--- src/rtl/contiguous_frame_allocator_defines.svh ---
// assertion macros used by the frame allocator controller
// expects clk and rst_n in the scope where a macro is used
`ifndef CONTIGUOUS_FRAME_ALLOCATOR_DEFINES_SVH
`define CONTIGUOUS_FRAME_ALLOCATOR_DEFINES_SVH

// condition must hold in the same cycle as the trigger
`define CFA_ASSERT_SAME(label, ante, cons, msg) \
    label: assert property (@(posedge clk) disable iff (!rst_n) (ante) |-> (cons)) \
        else $error(msg);

// condition must hold in the cycle after the trigger
`define CFA_ASSERT_NEXT(label, ante, cons, msg) \
    label: assert property (@(posedge clk) disable iff (!rst_n) (ante) |=> (cons)) \
        else $error(msg);

`endif

--- src/rtl/cfa_pkg.sv ---
// shared constants, frame state codes and controller/datapath structs
// for the contiguous frame allocator; no dependencies
package cfa_pkg;

    localparam int MAX_FRAMES_DEF = 1024;

    localparam int BASE_W  = 20;
    localparam int POOL_W  = 11;
    localparam int KIND_W  = 2;
    localparam int COUNT_W = 11;
    localparam int FS_W    = 2;

    localparam logic [POOL_W-1:0] POOL_RST = 11'd1024;

    // per-frame state codes
    localparam logic [FS_W-1:0] FS_FREE  = 2'd0;
    localparam logic [FS_W-1:0] FS_HEAD  = 2'd1;
    localparam logic [FS_W-1:0] FS_ALLOC = 2'd2;
    localparam logic [FS_W-1:0] FS_INACC = 2'd3;

    // operation codes
    localparam logic [KIND_W-1:0] KIND_ALLOC   = 2'd0;
    localparam logic [KIND_W-1:0] KIND_RELEASE = 2'd1;
    localparam logic [KIND_W-1:0] KIND_MARK    = 2'd2;

    // configuration register indexes
    localparam logic CFG_BASE = 1'b0;
    localparam logic CFG_POOL = 1'b1;

    typedef struct packed {
        logic            capture;
        logic            scan_alloc;
        logic            scan_rel;
        logic            rd_step;
        logic            flush;
        logic            run_step;
        logic            inacc_hold;
        logic            win_mark;
        logic            win_alloc;
        logic            win_rel;
        logic            win_rel_end;
        logic            wr_step;
        logic            wr_here;
        logic            wr_rel;
        logic [FS_W-1:0] wr_code;
        logic            clear_step;
        logic            resp_load;
        logic            resp_ok;
        logic            resp_alloc;
    } cfa_cmd_t;

    typedef struct packed {
        logic            d_valid;
        logic [FS_W-1:0] d_state;
        logic            scan_end;
        logic            run_hit;
        logic            win_done;
        logic            clr_last;
        logic            kind_alloc;
        logic            kind_rel;
        logic            kind_mark;
        logic            in_pool;
        logic            bad_count;
        logic            resp_room;
    } cfa_sts_t;

endpackage

--- src/rtl/cfa_ram.sv ---
// generic single-write, single-read ram with registered read data
// no dependencies
module cfa_ram #(
    parameter int WIDTH = 2,
    parameter int DEPTH = 1024
) (
    input  logic                     clk,
    input  logic                     we,
    input  logic [$clog2(DEPTH)-1:0] waddr,
    input  logic [WIDTH-1:0]         wdata,
    input  logic                     re,
    input  logic [$clog2(DEPTH)-1:0] raddr,
    output logic [WIDTH-1:0]         rdata
);

    logic [WIDTH-1:0] mem_reg [DEPTH];
    logic [WIDTH-1:0] rdata_reg;

    always_ff @(posedge clk)
    begin
        if (we)
        begin
            mem_reg[waddr] <= wdata;
        end
        if (re)
        begin
            rdata_reg <= mem_reg[raddr];
        end
    end

    assign rdata = rdata_reg;

endmodule

--- src/rtl/cfa_datapath.sv ---
// frame map, scan and write pointers, config and result registers
// depends on cfa_pkg and cfa_ram
module cfa_datapath #(
    parameter int MAX_FRAMES = cfa_pkg::MAX_FRAMES_DEF
) (
    input  logic                         clk,
    input  logic                         rst_n,
    input  logic                         cfg_we,
    input  logic                         cfg_index,
    input  logic [cfa_pkg::BASE_W-1:0]   cfg_data,
    input  logic [cfa_pkg::KIND_W-1:0]   kind,
    input  logic [cfa_pkg::BASE_W-1:0]   frame,
    input  logic [cfa_pkg::COUNT_W-1:0]  count,
    input  logic                         out_ready,
    output logic                         out_valid,
    output logic [cfa_pkg::BASE_W-1:0]   start_frame,
    output logic                         ok,
    input  cfa_pkg::cfa_cmd_t            cmd,
    output cfa_pkg::cfa_sts_t            sts
);

    localparam int AW = $clog2(MAX_FRAMES);
    localparam int PW = $clog2(MAX_FRAMES + 2048) + 1;
    localparam int CW = (PW > cfa_pkg::BASE_W) ? PW : cfa_pkg::BASE_W;

    logic [cfa_pkg::BASE_W-1:0]  base_reg, base_next;
    logic [cfa_pkg::POOL_W-1:0]  pool_reg, pool_next;
    logic [cfa_pkg::KIND_W-1:0]  kind_reg, kind_next;
    logic [cfa_pkg::BASE_W-1:0]  frame_reg, frame_next;
    logic [cfa_pkg::COUNT_W-1:0] count_reg, count_next;
    logic [PW-1:0]               scan_reg, scan_next;
    logic [PW-1:0]               dpos_reg, dpos_next;
    logic                        dvalid_reg, dvalid_next;
    logic [PW-1:0]               run_reg, run_next;
    logic [PW-1:0]               inacc_reg, inacc_next;
    logic [PW-1:0]               wpos_reg, wpos_next;
    logic [PW-1:0]               wend_reg, wend_next;
    logic [PW-1:0]               found_reg, found_next;
    logic                        out_valid_reg, out_valid_next;
    logic [cfa_pkg::BASE_W-1:0]  start_reg, start_next;
    logic                        ok_reg, ok_next;

    logic [PW-1:0]               size;
    logic [cfa_pkg::BASE_W-1:0]  rel_full;
    logic [PW-1:0]               rel_pos;
    logic [PW-1:0]               count_pos;
    logic [PW-1:0]               mark_sum;
    logic [PW-1:0]               mark_end;
    logic [PW-1:0]               run_inc;
    logic [PW-1:0]               hit_start;
    logic                        in_pool;
    logic                        scan_end;
    logic                        rd_issue;

    logic                        ram_we;
    logic [AW-1:0]               ram_waddr;
    logic [cfa_pkg::FS_W-1:0]    ram_wdata;
    logic [cfa_pkg::FS_W-1:0]    ram_rdata;

    cfa_ram #(
        .WIDTH (cfa_pkg::FS_W),
        .DEPTH (MAX_FRAMES)
    ) u_map (
        .clk   (clk),
        .we    (ram_we),
        .waddr (ram_waddr),
        .wdata (ram_wdata),
        .re    (rd_issue),
        .raddr (scan_reg[AW-1:0]),
        .rdata (ram_rdata)
    );

    // pool size in use is clipped to the map depth
    assign size = (PW'(pool_reg) > PW'(MAX_FRAMES)) ? PW'(MAX_FRAMES) : PW'(pool_reg);

    assign rel_full  = frame_reg - base_reg;
    assign rel_pos   = PW'(rel_full);
    assign in_pool   = (frame_reg >= base_reg) && (CW'(rel_full) < CW'(size));
    assign count_pos = PW'(count_reg);
    assign mark_sum  = rel_pos + count_pos;
    assign mark_end  = (mark_sum > size) ? size : mark_sum;
    assign run_inc   = run_reg + PW'(1);
    assign hit_start = dpos_reg + PW'(1) - count_pos;
    assign scan_end  = (scan_reg >= size);
    assign rd_issue  = cmd.rd_step && !scan_end;

    always_comb
    begin
        ram_we    = 1'b0;
        ram_waddr = wpos_reg[AW-1:0];
        ram_wdata = cmd.wr_code;
        if (cmd.clear_step)
        begin
            ram_we    = 1'b1;
            ram_wdata = cfa_pkg::FS_FREE;
        end
        else if (cmd.wr_step)
        begin
            ram_we = 1'b1;
        end
        else if (cmd.wr_here)
        begin
            ram_we    = 1'b1;
            ram_waddr = dpos_reg[AW-1:0];
        end
        else if (cmd.wr_rel)
        begin
            ram_we    = 1'b1;
            ram_waddr = rel_pos[AW-1:0];
        end
    end

    always_comb
    begin
        base_next      = base_reg;
        pool_next      = pool_reg;
        kind_next      = kind_reg;
        frame_next     = frame_reg;
        count_next     = count_reg;
        scan_next      = scan_reg;
        dpos_next      = dpos_reg;
        dvalid_next    = rd_issue;
        run_next       = run_reg;
        inacc_next     = inacc_reg;
        wpos_next      = wpos_reg;
        wend_next      = wend_reg;
        found_next     = found_reg;
        out_valid_next = out_valid_reg;
        start_next     = start_reg;
        ok_next        = ok_reg;

        if (cfg_we)
        begin
            if (cfg_index == cfa_pkg::CFG_BASE)
            begin
                base_next = cfg_data;
            end
            else
            begin
                pool_next = cfg_data[cfa_pkg::POOL_W-1:0];
            end
        end

        if (cmd.capture)
        begin
            kind_next  = kind;
            frame_next = frame;
            count_next = count;
        end

        if (rd_issue)
        begin
            scan_next = scan_reg + PW'(1);
            dpos_next = scan_reg;
        end
        if (cmd.scan_alloc)
        begin
            scan_next = '0;
            run_next  = '0;
        end
        if (cmd.scan_rel)
        begin
            scan_next = rel_pos + PW'(1);
        end
        if (cmd.capture || cmd.scan_alloc || cmd.scan_rel || cmd.flush)
        begin
            dvalid_next = 1'b0;
        end

        if (cmd.run_step)
        begin
            run_next = (ram_rdata == cfa_pkg::FS_FREE) ? run_inc : '0;
        end
        if (cmd.inacc_hold)
        begin
            inacc_next = dpos_reg;
        end

        if (cmd.clear_step || cmd.wr_step)
        begin
            wpos_next = wpos_reg + PW'(1);
        end
        if (cmd.win_mark)
        begin
            wpos_next = rel_pos;
            wend_next = mark_end;
        end
        if (cmd.win_alloc)
        begin
            wpos_next  = hit_start;
            wend_next  = dpos_reg + PW'(1);
            found_next = hit_start;
        end
        if (cmd.win_rel)
        begin
            wpos_next = inacc_reg;
            wend_next = dpos_reg;
        end
        if (cmd.win_rel_end)
        begin
            wpos_next = inacc_reg;
            wend_next = size;
        end

        if (cmd.resp_load)
        begin
            out_valid_next = 1'b1;
            ok_next        = cmd.resp_ok;
            start_next     = cmd.resp_alloc ?
                             (base_reg + cfa_pkg::BASE_W'(found_reg)) : '0;
        end
        else if (out_ready)
        begin
            out_valid_next = 1'b0;
        end
    end

    always_ff @(posedge clk or negedge rst_n)
    begin
        if (!rst_n)
        begin
            base_reg      <= '0;
            pool_reg      <= cfa_pkg::POOL_RST;
            dvalid_reg    <= 1'b0;
            wpos_reg      <= '0;
            out_valid_reg <= 1'b0;
        end
        else
        begin
            base_reg      <= base_next;
            pool_reg      <= pool_next;
            dvalid_reg    <= dvalid_next;
            wpos_reg      <= wpos_next;
            out_valid_reg <= out_valid_next;
        end
    end

    always_ff @(posedge clk)
    begin
        kind_reg  <= kind_next;
        frame_reg <= frame_next;
        count_reg <= count_next;
        scan_reg  <= scan_next;
        dpos_reg  <= dpos_next;
        run_reg   <= run_next;
        inacc_reg <= inacc_next;
        wend_reg  <= wend_next;
        found_reg <= found_next;
        start_reg <= start_next;
        ok_reg    <= ok_next;
    end

    always_comb
    begin
        sts.d_valid    = dvalid_reg;
        sts.d_state    = ram_rdata;
        sts.scan_end   = scan_end;
        sts.run_hit    = dvalid_reg && (ram_rdata == cfa_pkg::FS_FREE)
                         && (run_inc == count_pos);
        sts.win_done   = (wpos_reg >= wend_reg);
        sts.clr_last   = (wpos_reg == PW'(MAX_FRAMES - 1));
        sts.kind_alloc = (kind_reg == cfa_pkg::KIND_ALLOC);
        sts.kind_rel   = (kind_reg == cfa_pkg::KIND_RELEASE);
        sts.kind_mark  = (kind_reg == cfa_pkg::KIND_MARK);
        sts.in_pool    = in_pool;
        sts.bad_count  = (count_reg == '0) || (count_pos > size);
        sts.resp_room  = !out_valid_reg || out_ready;
    end

    assign out_valid   = out_valid_reg;
    assign start_frame = start_reg;
    assign ok          = ok_reg;

endmodule

--- src/rtl/cfa_ctrl.sv ---
// sequencing state machine for clear, allocate, release and mark
// depends on cfa_pkg and contiguous_frame_allocator_defines.svh
`include "contiguous_frame_allocator_defines.svh"

module cfa_ctrl (
    input  logic              clk,
    input  logic              rst_n,
    input  logic              in_valid,
    output logic              in_ready,
    input  cfa_pkg::cfa_sts_t sts,
    output cfa_pkg::cfa_cmd_t cmd
);

    localparam logic [3:0] S_CLEAR      = 4'd0;
    localparam logic [3:0] S_IDLE       = 4'd1;
    localparam logic [3:0] S_DECODE     = 4'd2;
    localparam logic [3:0] S_ALLOC_SCAN = 4'd3;
    localparam logic [3:0] S_ALLOC_HEAD = 4'd4;
    localparam logic [3:0] S_ALLOC_FILL = 4'd5;
    localparam logic [3:0] S_REL_SCAN   = 4'd6;
    localparam logic [3:0] S_REL_INACC  = 4'd7;
    localparam logic [3:0] S_REL_FILL   = 4'd8;
    localparam logic [3:0] S_MARK_FILL  = 4'd9;
    localparam logic [3:0] S_RESP_FAIL  = 4'd10;
    localparam logic [3:0] S_RESP_OK    = 4'd11;
    localparam logic [3:0] S_RESP_ALLOC = 4'd12;

    logic [3:0] state_reg, state_next;

    assign in_ready = (state_reg == S_IDLE);

    always_comb
    begin
        state_next = state_reg;
        cmd        = '0;
        cmd.wr_code = cfa_pkg::FS_FREE;

        case (state_reg)
            S_CLEAR:
            begin
                cmd.clear_step = 1'b1;
                if (sts.clr_last)
                begin
                    state_next = S_IDLE;
                end
            end

            S_IDLE:
            begin
                if (in_valid)
                begin
                    cmd.capture = 1'b1;
                    state_next  = S_DECODE;
                end
            end

            S_DECODE:
            begin
                if (sts.kind_alloc)
                begin
                    if (sts.bad_count)
                    begin
                        state_next = S_RESP_FAIL;
                    end
                    else
                    begin
                        cmd.scan_alloc = 1'b1;
                        state_next     = S_ALLOC_SCAN;
                    end
                end
                else if (sts.kind_rel && sts.in_pool)
                begin
                    // free the named frame and start walking from the next one
                    cmd.scan_rel = 1'b1;
                    cmd.wr_rel   = 1'b1;
                    state_next   = S_REL_SCAN;
                end
                else if (sts.kind_mark && sts.in_pool)
                begin
                    cmd.win_mark = 1'b1;
                    state_next   = S_MARK_FILL;
                end
                else
                begin
                    state_next = S_RESP_FAIL;
                end
            end

            S_ALLOC_SCAN:
            begin
                cmd.rd_step = 1'b1;
                if (sts.d_valid)
                begin
                    cmd.run_step = 1'b1;
                    if (sts.run_hit)
                    begin
                        cmd.win_alloc = 1'b1;
                        cmd.flush     = 1'b1;
                        state_next    = S_ALLOC_HEAD;
                    end
                end
                else if (sts.scan_end)
                begin
                    state_next = S_RESP_FAIL;
                end
            end

            S_ALLOC_HEAD:
            begin
                cmd.wr_step = 1'b1;
                cmd.wr_code = cfa_pkg::FS_HEAD;
                state_next  = S_ALLOC_FILL;
            end

            S_ALLOC_FILL:
            begin
                if (sts.win_done)
                begin
                    state_next = S_RESP_ALLOC;
                end
                else
                begin
                    cmd.wr_step = 1'b1;
                    cmd.wr_code = cfa_pkg::FS_ALLOC;
                end
            end

            S_REL_SCAN:
            begin
                cmd.rd_step = 1'b1;
                if (sts.d_valid)
                begin
                    if (sts.d_state == cfa_pkg::FS_ALLOC)
                    begin
                        cmd.wr_here = 1'b1;
                    end
                    else if (sts.d_state == cfa_pkg::FS_INACC)
                    begin
                        cmd.inacc_hold = 1'b1;
                        state_next     = S_REL_INACC;
                    end
                    else
                    begin
                        cmd.flush  = 1'b1;
                        state_next = S_RESP_OK;
                    end
                end
                else if (sts.scan_end)
                begin
                    state_next = S_RESP_OK;
                end
            end

            S_REL_INACC:
            begin
                // look past the inaccessible run before deciding to free it
                cmd.rd_step = 1'b1;
                if (sts.d_valid)
                begin
                    if (sts.d_state == cfa_pkg::FS_ALLOC)
                    begin
                        cmd.flush  = 1'b1;
                        state_next = S_RESP_OK;
                    end
                    else if (sts.d_state != cfa_pkg::FS_INACC)
                    begin
                        cmd.flush   = 1'b1;
                        cmd.win_rel = 1'b1;
                        state_next  = S_REL_FILL;
                    end
                end
                else if (sts.scan_end)
                begin
                    cmd.win_rel_end = 1'b1;
                    state_next      = S_REL_FILL;
                end
            end

            S_REL_FILL:
            begin
                if (sts.win_done)
                begin
                    state_next = S_RESP_OK;
                end
                else
                begin
                    cmd.wr_step = 1'b1;
                    cmd.wr_code = cfa_pkg::FS_FREE;
                end
            end

            S_MARK_FILL:
            begin
                if (sts.win_done)
                begin
                    state_next = S_RESP_OK;
                end
                else
                begin
                    cmd.wr_step = 1'b1;
                    cmd.wr_code = cfa_pkg::FS_INACC;
                end
            end

            S_RESP_FAIL:
            begin
                if (sts.resp_room)
                begin
                    cmd.resp_load = 1'b1;
                    state_next    = S_IDLE;
                end
            end

            S_RESP_OK:
            begin
                if (sts.resp_room)
                begin
                    cmd.resp_load = 1'b1;
                    cmd.resp_ok   = 1'b1;
                    state_next    = S_IDLE;
                end
            end

            S_RESP_ALLOC:
            begin
                if (sts.resp_room)
                begin
                    cmd.resp_load  = 1'b1;
                    cmd.resp_ok    = 1'b1;
                    cmd.resp_alloc = 1'b1;
                    state_next     = S_IDLE;
                end
            end

            default:
            begin
                state_next = S_IDLE;
            end
        endcase
    end

    always_ff @(posedge clk or negedge rst_n)
    begin
        if (!rst_n)
        begin
            state_reg <= S_CLEAR;
        end
        else
        begin
            state_reg <= state_next;
        end
    end

    `CFA_ASSERT_NEXT(a_accept_decode, in_valid && in_ready, state_reg == S_DECODE, "no decode")
    `CFA_ASSERT_SAME(a_resp_room, cmd.resp_load, sts.resp_room, "result overwritten")
    `CFA_ASSERT_SAME(a_idle_no_read, state_reg == S_IDLE, !sts.d_valid, "stale read in idle")

endmodule

--- src/rtl/contiguous_frame_allocator.sv ---
// First-fit contiguous frame allocator, top level.
// Channels: input words (kind, frame, count) and result words (start_frame, ok),
// both valid/ready; plus a write-only config port (cfg_we, cfg_index, cfg_data)
// holding base_frame (index 0) and pool_frames (index 1).
// One result word per input word; the next word can be taken in the cycle after a
// result is loaded. Work is one item at a time through a single
// 2-bit-per-frame map RAM with one read and one write port:
//   allocate: scans from frame 0 for a free run, one map entry read per cycle,
//             then writes the run as a head frame and allocated frames
//   release:  frames walked, plus frames freed after an inaccessible run
//   mark:     writes the frames marked
//   failures (bad count, frame out of pool, unused kind): no map access
// After reset every map entry is swept to free, one entry per cycle;
// no input word is taken during the sweep, config writes are.
// The result register frees the core from the receiver: a new word is taken
// while a result waits, and the core only stalls when the next result is ready
// and the previous one has still not been taken.
// depends on cfa_pkg, cfa_ctrl and cfa_datapath
module contiguous_frame_allocator #(
    parameter int MAX_FRAMES = cfa_pkg::MAX_FRAMES_DEF
) (
    input  logic                         clk,
    input  logic                         rst_n,
    input  logic                         cfg_we,
    input  logic                         cfg_index,
    input  logic [cfa_pkg::BASE_W-1:0]   cfg_data,
    input  logic                         in_valid,
    output logic                         in_ready,
    input  logic [cfa_pkg::KIND_W-1:0]   kind,
    input  logic [cfa_pkg::BASE_W-1:0]   frame,
    input  logic [cfa_pkg::COUNT_W-1:0]  count,
    output logic                         out_valid,
    input  logic                         out_ready,
    output logic [cfa_pkg::BASE_W-1:0]   start_frame,
    output logic                         ok
);

    cfa_pkg::cfa_cmd_t cmd;
    cfa_pkg::cfa_sts_t sts;

    cfa_ctrl u_ctrl (
        .clk      (clk),
        .rst_n    (rst_n),
        .in_valid (in_valid),
        .in_ready (in_ready),
        .sts      (sts),
        .cmd      (cmd)
    );

    cfa_datapath #(
        .MAX_FRAMES (MAX_FRAMES)
    ) u_datapath (
        .clk         (clk),
        .rst_n       (rst_n),
        .cfg_we      (cfg_we),
        .cfg_index   (cfg_index),
        .cfg_data    (cfg_data),
        .kind        (kind),
        .frame       (frame),
        .count       (count),
        .out_ready   (out_ready),
        .out_valid   (out_valid),
        .start_frame (start_frame),
        .ok          (ok),
        .cmd         (cmd),
        .sts         (sts)
    );

endmodule
--- config.mk ---
export PLATFORM = sky130hd
export DESIGN_NAME = contiguous_frame_allocator
export DESIGN_NICKNAME = d
export VERILOG_FILES = /design/src/rtl/cfa_pkg.sv /design/src/rtl/cfa_ram.sv /design/src/rtl/cfa_datapath.sv /design/src/rtl/cfa_ctrl.sv /design/src/rtl/contiguous_frame_allocator.sv
export VERILOG_INCLUDE_DIRS = /design/src /design/src/rtl
export SDC_FILE = /design/constraint.sdc
export NUM_CORES = 2
export LEC_CHECK = 0
export ABC_AREA = 1
export BUFFER_PORTS_ARGS = -buffer_cell sky130_fd_sc_hd__clkbuf_2
export CORE_UTILIZATION = 35
export CTS_CLUSTER_DIAMETER = 60
export DETAILED_ROUTE_END_ITERATION = 8
export HOLD_SLACK_MARGIN = 0.15
export PLACE_DENSITY = 0.59
export SLEW_MARGIN = 20
export SYNTH_ARGS = -nofsm -noshare
export SYNTH_HDL_FRONTEND = slang
export SYNTH_SLANG_ARGS = --single-unit
--- constraint.sdc ---
create_clock -name clk -period 129.4 [get_ports clk]
set_input_delay 38.82 -clock clk [delete_from_list [all_inputs] [get_ports clk]]
set_output_delay 38.82 -clock clk [all_outputs]
set_load 0.01 [all_outputs]
==> results.md <==
- Status: complete, no violations
- Syn Inst Count: 8780
- Period utilisation layout: 0.314
- Final min period: 40.70 ns
- Starting Density: 0.353
- Fin nets: 8753
- Max_cap viols: 0
- RePlAce Congestion: 0.910
- Total core area: 277000 um2
- Total grt overflow: 0
- Critical-path top delay cell: dfrtp_1
- Setup Skew: 0.140 ns
- Final setup violating endpoints: 0
- Initial DRC count: 8679
- Detailed placement HPWL: 163000 um
- Vias per cell: 5.62
- EDFF count, synth: 2182
- RSZ-0062 raised after global routing: no
- Pwr per Cell Area: 16.2 nW/um2
- Crit path max fanout: 5
- YS warnings: 0
- 1st-pass router iterations: 7
- Worst R2R Start: u_datapath.base_reg[2]
- Total track usage: 0.207
- Skew-Pair Late Insertion Delay: 0.94 ns
- Pleak: 35.4 nW
- Synth cell count leaders: nor2_1 (2241), edfxtp_1 (2182), o21ai_0 (1122)
- Final Worst Setup Slack: 88.70 ns
- Non-filler cells, final: 12.5k
- Number of port buffers: 81
- Root Driver: clkbuf_16
- Avg Cell Area, Syn: 11.2 um2
- Area contributors post-synth: edfxtp_1 (67%), nor2_1 (8.6%), o21ai_0 (5.7%)
- Hold Path Origin: u_datapath.scan_reg[12]
- Layout Area Growth over Synthesis: 11.9%
- Sequential fraction of the synthesis area: 0.682
- FF+latch count, synth: 2232
- Sequential standard cell area: 66800 um2
- Worst relative slew slack: 0.203
- Largest net degree at the start of global routing: 209
- Setup Buffers After CTS: 0
- Worst Hold Path EP: u_datapath.dpos_reg[12]
- Synth Cell Area: 97900 um2
- Routed wire length: 298000 um
- DRC viols: 0
- Crit-path cells: inv_1 > nor2_1 > nand2_1 > inv_1 > clkbuf_2
- Via count: 70.1k
- CP dominant cell by count: inv_1
- Post-route ant nets: 0
- Max FFs per register: 2048
- Primary FF master, synth: edfxtp_1
- CTS tree: built
- Area leader, netlist: edfxtp_1
- Actual slew at the worst max-slew pin: 1.18 ns
- FF-to-FF setup slack: 122.17 ns
- Filler cells: 26.5k
- Final TNS setup: 0 ns
- Total placed cells including tap cells: 12.0k
- Slew Limit Fails: 0
- Share of cells above drive strength 1: 0.0739
- Max Root-Sink Buffers: 3
- Pre-CTS WS: 89.23 ns
- Chip Height: 531 um
- Area of the multi-input gates: 27900 um2
- Startpoint Class: register
- CP Capture Type: output port
- Cell with the most instances after synthesis: nor2_1
- Global-route wire length before repair: 436000 um
- H-Tree Level Count: 4
- Total I/O pin count: 82
- Reg2reg end: u_datapath.u_map.mem_reg[822][0]
- Hold Path Class: register to register
- CTS clk-pin slew, worst paths: 0.06 ns
- WL/cell: 23.9 um
- Row cnt: 193
- Number of clock sinks: 2232
- Worst Hold Depth: 0
- Die W: 531 um
- Syn_nets: 8959
- Fin. Hold Viols: 0
- Reg2Reg Depth: 22
- Data arrival, critical path: 1.88 ns
- CTS buffer count: 227
- Post-synth top area share: 0.669
- Post-synth ARST share: 0.0224
- Highest clock rate: 24.6 MHz
- Initial antenna violation count: 5
- Req. time, crit path: 90.58 ns
- PostCTS Resize Cnt: 0
- Critical path type: register to output port
- CP peak stage delay: 0.42 ns
- Die ar.: 282000 um2
- Peak VDD IR: 0.0000154 V
- Hold_buf cts: 0
- Vias in the first global route: 67.0k
- Unique cell type count in the Yosys netlist: 58
-- worst max-delay path, delay by kind of cell (launching register included) --
kind,cells,cell delay [ns]
simple gates,2,0.25
flops,1,0.42
buf+inv,3,0.40
-- how the worst max path moves through the flow --
stage                                       from                             end  slack, ns  cells after the start
after floorplan           u_datapath.wpos_reg[2]  u_datapath.u_map.mem_reg[0][1]      80.48                      8
after global placement                 out_ready      u_datapath.start_frame[15]      89.27                      3
after detailed placement               out_ready      u_datapath.start_frame[15]      89.23                      3
after CTS                    u_ctrl.state_reg[0]                        in_ready      88.67                      5
after global routing         u_ctrl.state_reg[0]                        in_ready      88.57                      5
final                        u_ctrl.state_reg[0]                        in_ready      88.70                      5
-- power breakdown --
part	internal [mW]	total (mW)	switching, mW	leakage [nW]
registers	0.809	0.819	0.00987	20.7
logic	0.0729	0.294	0.221	11.0
clock network	0.376	0.661	0.285	3.66
-- stage by stage --
| step | util | total power [mW] | area [um2] | hold slack [ns] |
|---|---|---|---|---|
| finish | 0.395 | 1.77 | 110000 | 0.537 |
| global route | 0.395 | 1.84 | 110000 | 0.563 |
| CTS | 0.395 | 1.78 | 110000 | 0.540 |
| detailed placement | 0.368 | 1.12 | 102000 | 0.505 |
| global placement | 0.368 | 1.12 | 102000 | 0.503 |
| floorplan | - | 1.05 | 97900 | 0.426 |
-- placed cells by master, fill, tap and decap left out, types with 11 or more instances in the layout --
cell / instances
a21oi_1: 211
a31oi_1: 19
buf_12: 12
buf_4: 127
bufinv_16: 24
clkbuf_1: 45
clkbuf_16: 228
clkbuf_2: 81
clkinv_1: 65
clkinv_16: 14
clkinv_2: 34
dfrtp_1: 49
edfxtp_1: 2182
ha_1: 116
inv_1: 252
inv_2: 14
nand2_1: 650
nand2_2: 14
nand3_1: 352
nand3_4: 33
nand4_1: 59
nor2_1: 2235
nor2_2: 16
nor3_1: 24
o211ai_1: 60
o21ai_0: 1120
o21bai_1: 12
o221ai_1: 203
o22ai_1: 316
or2_2: 11
xnor2_1: 14
xor2_1: 66
-- cell type report --
cell class                 instances  area share
sequential                      2232       0.609
multi-input combinational       5615       0.255
clock buffer                     278      0.0542
tap                             3705      0.0423
clock inverter                   138      0.0147
timing repair buffer             220      0.0146
inverter                         278     0.00979
antenna                            4   0.0000914
-- layer usage --
layer  GRT usage  up-vias  wire, um
li1            -    31200         -
met1       0.284    35000    123000
met2       0.331     3410    138000
met3      0.0325      563     26800
met4      0.0737        2     10700
met5           0        -        13
-- cells by family after synthesis --
family | Yosys count | synth area share
simple gates | 3428 | 0.140
fa+ha+maj | 120 | 0.0156
buf+inv | 933 | 0.0378
xor+xnor | 80 | 0.00716
flops | 2232 | 0.682
compound gates | 1987 | 0.117
(Power assumes the default switching activity.)
